`config.mk`:
```
export PLATFORM = sky130hd
export DESIGN_NAME = slope_angle_break_detector
export DESIGN_NICKNAME = d
export VERILOG_FILES = /design/src/hdl/sabd_pkg.sv /design/src/hdl/slope_angle_break_detector.sv
export SDC_FILE = /design/constraint.sdc
export NUM_CORES = 2
export LEC_CHECK = 0
export BUFFER_PORTS_ARGS = -buffer_cell sky130_fd_sc_hd__buf_2
export CAP_MARGIN = 20
export CORE_ASPECT_RATIO = 1.25
export CORE_MARGIN = 1
export CORE_UTILIZATION = 50
export CTS_BUF_LIST = sky130_fd_sc_hd__clkbuf_8
export DETAILED_ROUTE_END_ITERATION = 7
export GPL_TIMING_DRIVEN = 0
export PLACE_DENSITY = 0.65
export SLEW_MARGIN = 20
export SYNTH_ARGS = -nofsm -noshare
export SYNTH_HDL_FRONTEND = slang
export SYNTH_SLANG_ARGS = --single-unit
```
`constraint.sdc`:
```
create_clock -name clk -period 13.48 [get_ports clk]
set_clock_uncertainty 0.05 [all_clocks]
set_input_delay 0.674 -clock clk [delete_from_list [all_inputs] [get_ports clk]]
set_output_delay 0.674 -clock clk [all_outputs]
set_load 0.02 [all_outputs]
```
`src/hdl/sabd_pkg.sv`:
```
`default_nettype none
package sabd_pkg;

    // History and CORDIC sizing
    localparam int HISTORY_DEPTH = 3;
    localparam int CORDIC_STEPS  = 20;
    localparam int SLOT_W        = (HISTORY_DEPTH > 1) ? $clog2(HISTORY_DEPTH) : 1;
    localparam int STEP_W        = $clog2(CORDIC_STEPS);

    // Data widths
    localparam int DATA_W   = 64;
    localparam int ANGLE_W  = 19;
    localparam int LIMIT_W  = 19;
    localparam int XY_W     = 34;
    localparam int Z_W      = 27;
    localparam int ATAN_W   = 24;
    localparam int IN_W     = 128;
    localparam int OUT_W    = 24;

    // Angle constants
    localparam logic [17:0] PI_Q16      = 18'd205887;
    localparam logic [16:0] HALF_PI_Q16 = 17'd102944;
    localparam logic [24:0] HALF_PI_Q24 = 25'd26353589;

    // Register indexes
    localparam logic [0:0] REG_MAX_ANGLE     = 1'b0;
    localparam logic [0:0] REG_INITIAL_LEVEL = 1'b1;

    // atan(2^-i) in Q.24, rounded to nearest
    function automatic logic [ATAN_W-1:0] atan_q24(input logic [4:0] idx);
        logic [ATAN_W-1:0] r;
        case (idx)
            5'd0:    r = 24'd13176795;
            5'd1:    r = 24'd7778716;
            5'd2:    r = 24'd4110060;
            5'd3:    r = 24'd2086331;
            5'd4:    r = 24'd1047214;
            5'd5:    r = 24'd524117;
            5'd6:    r = 24'd262123;
            5'd7:    r = 24'd131069;
            5'd8:    r = 24'd65536;
            5'd9:    r = 24'd32768;
            5'd10:   r = 24'd16384;
            5'd11:   r = 24'd8192;
            5'd12:   r = 24'd4096;
            5'd13:   r = 24'd2048;
            5'd14:   r = 24'd1024;
            5'd15:   r = 24'd512;
            5'd16:   r = 24'd256;
            5'd17:   r = 24'd128;
            5'd18:   r = 24'd64;
            5'd19:   r = 24'd32;
            5'd20:   r = 24'd16;
            5'd21:   r = 24'd8;
            5'd22:   r = 24'd4;
            5'd23:   r = 24'd2;
            5'd24:   r = 24'd1;
            default: r = 24'd0;
        endcase
        return r;
    endfunction

endpackage
`default_nettype wire

```
`src/hdl/slope_angle_break_detector.sv`:
```
// Channel  Dir  Width  Contents
// s_*      in   128    tdata: sample_value [63:0], sample_time [127:64]
// m_*      out  24     tdata: is_break [0], slope_angle [19:1], zero pad [23:20]
// cfg_*    in   1/64   write enable, register index, write data
//
// An item passes from accept through the slot, difference, normalize, rotation,
// quadrant and output states; the normalizer shifts by 8 or 1 bit per pass, and
// an item with both differences zero skips the rotation.
// The whole sequence, with its CORDIC_STEPS rotation iterations, sets the rate.
// s_tready is high only while the sequencer is idle, at the earliest in the cycle
// after a result is loaded.
// A result waits in the output register; a stalled m_tready holds the next
// result in the final state until the output register frees.
// Reset (rst_n low, asynchronous) clears histories and all but the working registers.
`default_nettype none
module slope_angle_break_detector (
    input  wire logic                          clk,
    input  wire logic                          rst_n,
    input  wire logic                          s_tvalid,
    output logic                               s_tready,
    input  wire logic [sabd_pkg::IN_W-1:0]     s_tdata,   // sample_value, sample_time
    output logic                               m_tvalid,
    input  wire logic                          m_tready,
    output logic [sabd_pkg::OUT_W-1:0]         m_tdata,   // is_break, slope_angle, pad
    input  wire logic                          cfg_wen,
    input  wire logic [0:0]                    cfg_addr,
    input  wire logic [sabd_pkg::DATA_W-1:0]   cfg_wdata
);

    localparam int DW  = sabd_pkg::DATA_W;
    localparam int SW  = sabd_pkg::SLOT_W;
    localparam int XW  = sabd_pkg::XY_W;
    localparam int ZW  = sabd_pkg::Z_W;
    localparam int AW  = sabd_pkg::ANGLE_W;
    localparam int HD  = sabd_pkg::HISTORY_DEPTH;

    localparam logic [2:0] S_IDLE = 3'd0;
    localparam logic [2:0] S_SLOT = 3'd1;
    localparam logic [2:0] S_DX   = 3'd2;
    localparam logic [2:0] S_DT   = 3'd3;
    localparam logic [2:0] S_NORM = 3'd4;
    localparam logic [2:0] S_ROT  = 3'd5;
    localparam logic [2:0] S_QUAD = 3'd6;
    localparam logic [2:0] S_OUT  = 3'd7;

    localparam logic [SW-1:0] LAST_SLOT = SW'(HD - 1);
    localparam logic [sabd_pkg::STEP_W-1:0] LAST_STEP =
        sabd_pkg::STEP_W'(sabd_pkg::CORDIC_STEPS - 1);

    // History stores
    logic [DW-1:0]  value_hist_reg [HD];
    logic [DW-1:0]  time_hist_reg  [HD];
    logic [AW-1:0]  angle_hist_reg [HD];

    // Control and working registers
    logic [2:0]                   state_reg, state_next;
    logic [SW-1:0]                slot_reg, slot_next;
    logic [SW-1:0]                rd_idx_reg, rd_idx_next;
    logic [sabd_pkg::STEP_W-1:0]  step_reg, step_next;
    logic [DW-1:0]                v_reg, v_next;
    logic [DW-1:0]                t_reg, t_next;
    logic [DW-1:0]                mx_reg, mx_next;
    logic [DW-1:0]                my_reg, my_next;
    logic                         dx_neg_reg, dx_neg_next;
    logic                         dt_neg_reg, dt_neg_next;
    logic [AW-1:0]                prev_ang_reg, prev_ang_next;
    logic signed [XW-1:0]         x_reg, x_next;
    logic signed [XW-1:0]         y_reg, y_next;
    logic signed [ZW-1:0]         z_reg, z_next;
    logic [16:0]                  q_reg, q_next;
    logic [AW-1:0]                ang_reg, ang_next;
    logic                         ang_pend_reg;
    logic [sabd_pkg::LIMIT_W-1:0] max_angle_reg;
    logic                         m_tvalid_reg, m_tvalid_next;
    logic [sabd_pkg::OUT_W-1:0]   m_tdata_reg, m_tdata_next;

    // History write controls
    logic            hist_we;
    logic [SW-1:0]   hist_widx;

    // Datapath helpers
    logic [DW-1:0]         rd_value;
    logic [DW-1:0]         rd_time;
    logic [AW-1:0]         rd_angle;
    logic [SW-1:0]         cur_sel;
    logic [DW-1:0]         mag_or;
    logic signed [XW-1:0]  x_sh;
    logic signed [XW-1:0]  y_sh;
    logic signed [ZW-1:0]  atan_step;
    logic [24:0]           z_clamp;
    logic [25:0]           z_round;
    logic [17:0]           q_full;
    logic [17:0]           quad_mag;
    logic [AW-1:0]         quad_ext;
    logic [AW-1:0]         ang_val;
    logic signed [AW:0]    ang_diff;
    logic [AW:0]           ang_abs;
    logic                  s_accept;
    logic                  out_free;

    assign rd_value = value_hist_reg[rd_idx_reg];
    assign rd_time  = time_hist_reg[rd_idx_reg];
    assign rd_angle = angle_hist_reg[rd_idx_reg];
    assign mag_or   = mx_reg | my_reg;
    assign s_accept = s_tvalid && s_tready;
    assign out_free = !m_tvalid_reg || m_tready;

    assign s_tready = (state_reg == S_IDLE);
    assign m_tvalid = m_tvalid_reg;
    assign m_tdata  = m_tdata_reg;

    // Shared rotation operands
    assign x_sh      = x_reg >>> step_reg;
    assign y_sh      = y_reg >>> step_reg;
    assign atan_step = $signed({{(ZW - sabd_pkg::ATAN_W){1'b0}},
                                sabd_pkg::atan_q24(5'(step_reg))});

    // Clamp and round the Q.24 angle to Q.16
    always_comb
    begin
        if (z_reg < 0)
            z_clamp = 25'd0;
        else if (z_reg > $signed({2'b00, sabd_pkg::HALF_PI_Q24}))
            z_clamp = sabd_pkg::HALF_PI_Q24;
        else
            z_clamp = z_reg[24:0];
        z_round = {1'b0, z_clamp} + 26'd128;
        q_full  = z_round[25:8];
    end

    // Quadrant mapping
    assign quad_mag = dt_neg_reg ? (sabd_pkg::PI_Q16 - {1'b0, q_reg}) : {1'b0, q_reg};
    assign quad_ext = {1'b0, quad_mag};
    assign ang_val  = dx_neg_reg ? AW'(0) - quad_ext : quad_ext;

    // Angle change against the previous slot
    assign ang_diff = $signed({ang_reg[AW-1], ang_reg}) -
                      $signed({prev_ang_reg[AW-1], prev_ang_reg});
    assign ang_abs  = ang_diff[AW] ? (AW+1)'(0) - ang_diff : ang_diff;

    // Slot chosen for the incoming item
    assign cur_sel = (t_reg > rd_time)
                   ? ((slot_reg == LAST_SLOT) ? SW'(0) : slot_reg + SW'(1))
                   : slot_reg;

    // Sequencer
    always_comb
    begin
        state_next    = state_reg;
        slot_next     = slot_reg;
        rd_idx_next   = rd_idx_reg;
        step_next     = step_reg;
        v_next        = v_reg;
        t_next        = t_reg;
        mx_next       = mx_reg;
        my_next       = my_reg;
        dx_neg_next   = dx_neg_reg;
        dt_neg_next   = dt_neg_reg;
        prev_ang_next = prev_ang_reg;
        x_next        = x_reg;
        y_next        = y_reg;
        z_next        = z_reg;
        q_next        = q_reg;
        ang_next      = ang_pend_reg ? ang_val : ang_reg;
        m_tdata_next  = m_tdata_reg;
        m_tvalid_next = m_tvalid_reg && !m_tready;
        hist_we       = 1'b0;
        hist_widx     = cur_sel;

        unique case (state_reg)
            S_IDLE:
            begin
                if (s_accept)
                begin
                    v_next      = s_tdata[DW-1:0];
                    t_next      = s_tdata[2*DW-1:DW];
                    rd_idx_next = slot_reg;
                    state_next  = S_SLOT;
                end
            end
            // Advance or overwrite, store the sample, point at the previous slot
            S_SLOT:
            begin
                slot_next   = cur_sel;
                hist_we     = 1'b1;
                rd_idx_next = (cur_sel == SW'(0)) ? LAST_SLOT : cur_sel - SW'(1);
                state_next  = S_DX;
            end
            S_DX:
            begin
                dx_neg_next   = $signed(v_reg) < $signed(rd_value);
                my_next       = dx_neg_next ? rd_value - v_reg : v_reg - rd_value;
                prev_ang_next = rd_angle;
                state_next    = S_DT;
            end
            S_DT:
            begin
                dt_neg_next = t_reg < rd_time;
                mx_next     = dt_neg_next ? rd_time - t_reg : t_reg - rd_time;
                state_next  = S_NORM;
            end
            // Bring the larger magnitude's top bit to bit 29; both zero skips the rotation
            S_NORM:
            begin
                if (mag_or == '0)
                begin
                    z_next     = '0;
                    state_next = S_QUAD;
                end
                else if (|mag_or[DW-1:37])
                begin
                    mx_next = mx_reg >> 8;
                    my_next = my_reg >> 8;
                end
                else if (|mag_or[DW-1:30])
                begin
                    mx_next = mx_reg >> 1;
                    my_next = my_reg >> 1;
                end
                else if (mag_or[DW-1:22] == '0)
                begin
                    mx_next = mx_reg << 8;
                    my_next = my_reg << 8;
                end
                else if (!mag_or[29])
                begin
                    mx_next = mx_reg << 1;
                    my_next = my_reg << 1;
                end
                else
                begin
                    x_next     = $signed({{(XW - 30){1'b0}}, mx_reg[29:0]});
                    y_next     = $signed({{(XW - 30){1'b0}}, my_reg[29:0]});
                    z_next     = '0;
                    step_next  = '0;
                    state_next = S_ROT;
                end
            end
            // One vectoring iteration per cycle
            S_ROT:
            begin
                if (y_reg >= 0)
                begin
                    x_next = x_reg + y_sh;
                    y_next = y_reg - x_sh;
                    z_next = z_reg + atan_step;
                end
                else
                begin
                    x_next = x_reg - y_sh;
                    y_next = y_reg + x_sh;
                    z_next = z_reg - atan_step;
                end
                if (step_reg == LAST_STEP)
                begin
                    step_next  = '0;
                    state_next = S_QUAD;
                end
                else
                begin
                    step_next = step_reg + sabd_pkg::STEP_W'(1);
                end
            end
            // Round to Q.16 and clamp to a quarter turn
            S_QUAD:
            begin
                q_next     = (q_full > {1'b0, sabd_pkg::HALF_PI_Q16})
                           ? sabd_pkg::HALF_PI_Q16 : q_full[16:0];
                state_next = S_OUT;
            end
            // Signed angle lands in ang_reg first, then emit once the output register frees
            S_OUT:
            begin
                if (out_free && !ang_pend_reg)
                begin
                    m_tvalid_next = 1'b1;
                    m_tdata_next  = {{(sabd_pkg::OUT_W - AW - 1){1'b0}}, ang_reg,
                                     (ang_abs > {1'b0, max_angle_reg})};
                    state_next    = S_IDLE;
                end
            end
            default:
            begin
                state_next = S_IDLE;
            end
        endcase
    end

    // State, histories and configuration
    always_ff @(posedge clk or negedge rst_n)
    begin
        if (!rst_n)
        begin
            state_reg     <= S_IDLE;
            slot_reg      <= '0;
            rd_idx_reg    <= '0;
            step_reg      <= '0;
            m_tvalid_reg  <= 1'b0;
            max_angle_reg <= '0;
            ang_pend_reg  <= 1'b0;
            for (int i = 0; i < HD; i++)
            begin
                value_hist_reg[i] <= '0;
                time_hist_reg[i]  <= '0;
                angle_hist_reg[i] <= '0;
            end
        end
        else
        begin
            state_reg    <= state_next;
            slot_reg     <= slot_next;
            rd_idx_reg   <= rd_idx_next;
            step_reg     <= step_next;
            m_tvalid_reg <= m_tvalid_next;
            ang_pend_reg <= (state_reg == S_QUAD);

            // Store the sample in the chosen slot
            if (hist_we)
            begin
                value_hist_reg[hist_widx] <= v_reg;
                time_hist_reg[hist_widx]  <= t_reg;
            end

            // Record the new angle as soon as it is known
            if (ang_pend_reg)
                angle_hist_reg[slot_reg] <= ang_val;

            // Register writes; a level write reloads the history
            if (cfg_wen)
            begin
                unique case (cfg_addr)
                    sabd_pkg::REG_MAX_ANGLE:
                    begin
                        max_angle_reg <= cfg_wdata[sabd_pkg::LIMIT_W-1:0];
                    end
                    sabd_pkg::REG_INITIAL_LEVEL:
                    begin
                        slot_reg <= '0;
                        for (int i = 0; i < HD; i++)
                        begin
                            value_hist_reg[i] <= cfg_wdata;
                            time_hist_reg[i]  <= '0;
                            angle_hist_reg[i] <= '0;
                        end
                    end
                    default:
                    begin
                    end
                endcase
            end
        end
    end

    // Working registers
    always_ff @(posedge clk)
    begin
        v_reg        <= v_next;
        t_reg        <= t_next;
        mx_reg       <= mx_next;
        my_reg       <= my_next;
        dx_neg_reg   <= dx_neg_next;
        dt_neg_reg   <= dt_neg_next;
        prev_ang_reg <= prev_ang_next;
        x_reg        <= x_next;
        y_reg        <= y_next;
        z_reg        <= z_next;
        q_reg        <= q_next;
        ang_reg      <= ang_next;
        m_tdata_reg  <= m_tdata_next;
    end

    // Slot index stays inside the history
    a_slot_range: assert property (@(posedge clk) disable iff (!rst_n)
        slot_reg <= LAST_SLOT)
        else $error("slot index beyond history depth");

    // The x component never goes negative during rotation
    a_x_positive: assert property (@(posedge clk) disable iff (!rst_n)
        (state_reg == S_ROT) |-> !x_reg[XW-1])
        else $error("CORDIC x went negative");

    // Step counter idles at zero outside the rotation loop
    a_step_idle: assert property (@(posedge clk) disable iff (!rst_n)
        (state_reg != S_ROT) |-> (step_reg == '0))
        else $error("step counter left running");

    // Rounded magnitude never exceeds a quarter turn
    a_q_bound: assert property (@(posedge clk) disable iff (!rst_n)
        (state_reg == S_OUT) |-> (q_reg <= sabd_pkg::HALF_PI_Q16))
        else $error("rounded angle out of range");

    // An accepted item leaves the idle state at once
    a_accept_busy: assert property (@(posedge clk) disable iff (!rst_n)
        s_accept |=> (state_reg == S_SLOT))
        else $error("accepted item did not start");

endmodule
`default_nettype wire
```
==> results.cfg <==
[status]
run_status = complete, but fails checks
violations_in_the_final_reports = design-rule violations

[timing]
hold_viol = 0
max_slew_margin_pct = 12.2
layout_worst_path_cycle_share_pct = 83.7
fmax_ghz = 0.0886
final_max_slew_viol_count = 0
setup_repair_after_global_routing_missed_its_margin = no
report.final.setup_viol = 0
fin_worst_hold_slack_ns = 0.0647
slew_of_the_pin_with_the_lowest_slew_margin_ns = 1.32
setup_tns_ns = 0
period_needed_ns = 11.29

[logic_synthesis]
synthDistinctLibCells = 87
synth.yosys.seq_area_share_pct = 36.3
synth.largest_area_cell = sky130_fd_sc_hd__edfxtp_1
synthDominantCellAreaShare_pct = 18.9
synth_top_cells_by_area = sky130_fd_sc_hd__edfxtp_1 (19%), sky130_fd_sc_hd__dfrtp_1 (17%), sky130_fd_sc_hd__nand2_1 (7.8%), sky130_fd_sc_hd__a21oi_1 (7.7%), sky130_fd_sc_hd__ha_1 (7.4%)
synth.cells.most_frequent = sky130_fd_sc_hd__nand2_1 (1,410), sky130_fd_sc_hd__a21oi_1 (1,048), sky130_fd_sc_hd__nor2_1 (652), sky130_fd_sc_hd__dfrtp_1 (474), sky130_fd_sc_hd__o21ai_0 (470)
yosysWarningCount = 0
synth_cells = 8155
primary_ff_master_synth = sky130_fd_sc_hd__dfrtp_1
synth_seq_cells = 902
dominant_cell_by_count_in_the_synthesized_netlist = sky130_fd_sc_hd__nand2_1
post_synthesis_average_cell_area_um2 = 8.35
syn_area_um2 = 68100
async_flop_share_pct = 52.5
synth-edff-count = 428

[clocking]
clk_pin_slew_ns = 0.06
cts-resized-gates = 0
cts_tree = done
post_cts_buffers = 0
cts-hold-fix-buffers = 181
worst_skew_pair.late_latency_ns = 0.98
numClockSinks = 902
clock_tree.root_cell = sky130_fd_sc_hd__clkbuf_8
tritoncts.num_buffers = 153
cts_buffer_depth = 3
clock_tree.htree_level_count = 4

[placement]
gp_routability_congestion = 1.12
hpwl_um = 225000
port-buffer-count = 219
postPlaceCellArea_um2 = 72000

[worst_setup_path]
data_arrival_time_of_the_critical_path_ns = 12.05
worstReg2RegStart = rd_idx_reg[1]$_DFFE_PN0P_
worstSetupStartpoint = rd_idx_reg[1]$_DFFE_PN0P_
crit_path_max_fanout = 10
worstPathRequired_ns = 14.25
critical_path_capture_point_type = flip-flop
setup.worst_path.class = flip-flop to flip-flop
worstSetupStartpointType = flip-flop
reg2reg_setup_slack_ns = 2.19

[floorplanning]
total_die_area_um2 = 138000
fp.coreArea_um2 = 135000
die_x_um = 332
top_level_port_count = 224
initial_utilization_pct = 50.3
die-height_um = 415
rows = 151

[layout]
final_area_um2 = 77100
synthToLayoutAreaGrowth_pct = 13.3
final_layout_size_suffix_gt1_share_pct = 8.07
fillCellCount = 12600
layout.area.seq_um2 = 24700
num-nets-final = 9348
multi_input_comb_area_um2 = 39800

[global_routing]
globalRouteTotalUtil_pct = 40.7
globalRoute.totalOverflow = 0
via_count_of_the_first_global_routing_pass = 65300
grt_start_max_net_pins = 98
grt_antenna_before_repair = 20
grt_pass1_wl_um = 420000

[detailed_routing]
dr.first_iter.drc_count = 7022
drtPass1Iterations = 8
postRouteAntennaNets = 0
final_wirelength_um = 286000
route.detailed.drc = 2
detail_route.wl_per_cell_um = 26.9
drt-vias-per-instance = 6.33
routed-via-count = 67300

[hold_path]
holdCritStartpoint = cfg_wdata[61]
hold_class = input port to flip-flop

[flow_run]
drv.max_cap_violation_count = 0
-- kinds of logic (layout without fill, tap and decap cells) --
family / count (synthesis) / in the layout / share of synthesized area [%]
buffers and inverters: 948 / 1654 / 5.39
xor gates and xnor gates: 342 / 342 / 4.40
DFF: 902 / 902 / 36.3
muxes: 367 / 367 / 7.22
and+or+nand+nor: 2629 / 2629 / 16.5
other: 1 / 16 / 0.00551
adders and majority gates: 411 / 411 / 7.64
AOI/OAI and AO/OA: 2555 / 2555 / 22.6
-- critical path, cell delays in order (launching register included) --
cell                       delay (ns)
sky130_fd_sc_hd__dfrtp_1         0.33
sky130_fd_sc_hd__clkbuf_1        0.56
sky130_fd_sc_hd__clkbuf_1        0.54
sky130_fd_sc_hd__buf_1           0.92
sky130_fd_sc_hd__mux2i_1         0.31
sky130_fd_sc_hd__nor2_1          0.07
sky130_fd_sc_hd__a21oi_1         0.26
sky130_fd_sc_hd__inv_1           0.08
sky130_fd_sc_hd__ha_1            0.28
sky130_fd_sc_hd__clkbuf_1        0.44
sky130_fd_sc_hd__nand4_1         0.37
sky130_fd_sc_hd__nor3_1          0.27
sky130_fd_sc_hd__and4_1          0.30
sky130_fd_sc_hd__nor3b_1         0.55
sky130_fd_sc_hd__a222oi_1        0.14
sky130_fd_sc_hd__clkbuf_1        0.40
sky130_fd_sc_hd__nand2_1         0.20
sky130_fd_sc_hd__clkinv_1        0.32
sky130_fd_sc_hd__buf_1           0.54
sky130_fd_sc_hd__clkbuf_1        0.57
sky130_fd_sc_hd__a31oi_1         0.99
sky130_fd_sc_hd__mux2i_1         0.50
sky130_fd_sc_hd__ha_1            0.24
sky130_fd_sc_hd__and2_1          0.15
sky130_fd_sc_hd__clkbuf_1        0.97
sky130_fd_sc_hd__buf_1           0.50
sky130_fd_sc_hd__nand2_1         0.11
sky130_fd_sc_hd__a21oi_1         0.15
-- metrics by stage --
step           utilization (%)  setup slack [ns]  std cells
2_1_floorplan                -              7.20       8158
3_3_place_gp              52.8              1.34      10100
3_5_place_dp              53.3              2.71      10200
4_1_cts                   57.0              2.63      10600
5_1_grt                   57.0              2.04      10600
6_report                  57.0              2.19      10600
-- final cells by class --
class	instances	share of cell area [%]
inverters	436	2.13
multi-input cells	6308	51.6
plain buffers	512	2.67
well taps	1759	2.85
flip-flops and latches	902	32.1
clock buffers	174	3.11
repair buffers	426	4.51
clock inverters	106	1.06
diodes	12	0.0389
-- worst paths after layout --
path,end,cells after the start
max reg2reg,time_hist_reg[54]$_DFF_PN0_,27
max,time_hist_reg[54]$_DFF_PN0_,27
max in group asynchronous,time_hist_reg[156]$_DFF_PN0_,4
min in group asynchronous,value_hist_reg[179]$_DFF_PN0_,2
min,value_hist_reg[125]$_DFF_PN0_,3
min reg2reg,m_tdata[10]$_DFFE_PP_,0
-- layout by cell type, fill, tap and decap left out, types with 34 or more instances in the layout --
cell and n:
sky130_fd_sc_hd__o21a_1 42, sky130_fd_sc_hd__mux2i_1 225, sky130_fd_sc_hd__nor4_1 48, sky130_fd_sc_hd__buf_2 234, sky130_fd_sc_hd__nand4_1 85, sky130_fd_sc_hd__clkbuf_8 174, sky130_fd_sc_hd__clkbuf_1 419, sky130_fd_sc_hd__a311oi_1 34
sky130_fd_sc_hd__nand2b_1 36, sky130_fd_sc_hd__o31ai_1 49, sky130_fd_sc_hd__inv_1 479, sky130_fd_sc_hd__dfrtp_1 474, sky130_fd_sc_hd__dlygate4sd3_1 181, sky130_fd_sc_hd__a21oi_1 1047, sky130_fd_sc_hd__nor2_1 652, sky130_fd_sc_hd__mux4_2 94
sky130_fd_sc_hd__xnor2_1 225, sky130_fd_sc_hd__nor2b_1 38, sky130_fd_sc_hd__edfxtp_1 428, sky130_fd_sc_hd__a21o_1 168, sky130_fd_sc_hd__a31oi_1 237, sky130_fd_sc_hd__mux2_2 46, sky130_fd_sc_hd__xor2_1 117, sky130_fd_sc_hd__o211ai_1 39
sky130_fd_sc_hd__nor3_1 86, sky130_fd_sc_hd__buf_1 43, sky130_fd_sc_hd__nand3_1 80, sky130_fd_sc_hd__o21ai_0 470, sky130_fd_sc_hd__ha_1 403, sky130_fd_sc_hd__o21bai_1 120, sky130_fd_sc_hd__a211oi_1 152, sky130_fd_sc_hd__nand2_1 1410
-- metal layers --
metal	vias to the layer above	global-route usage, %	wire length [um]
met5	-	0	66
met4	10	29.3	23600
met3	948	8.35	25200
met2	3644	64.6	129000
met1	32400	49.1	108000
li1	30400	-	-
Power is not shown: default switching activity piles up to over one toggle a cycle in this logic, so the estimate is an artifact.
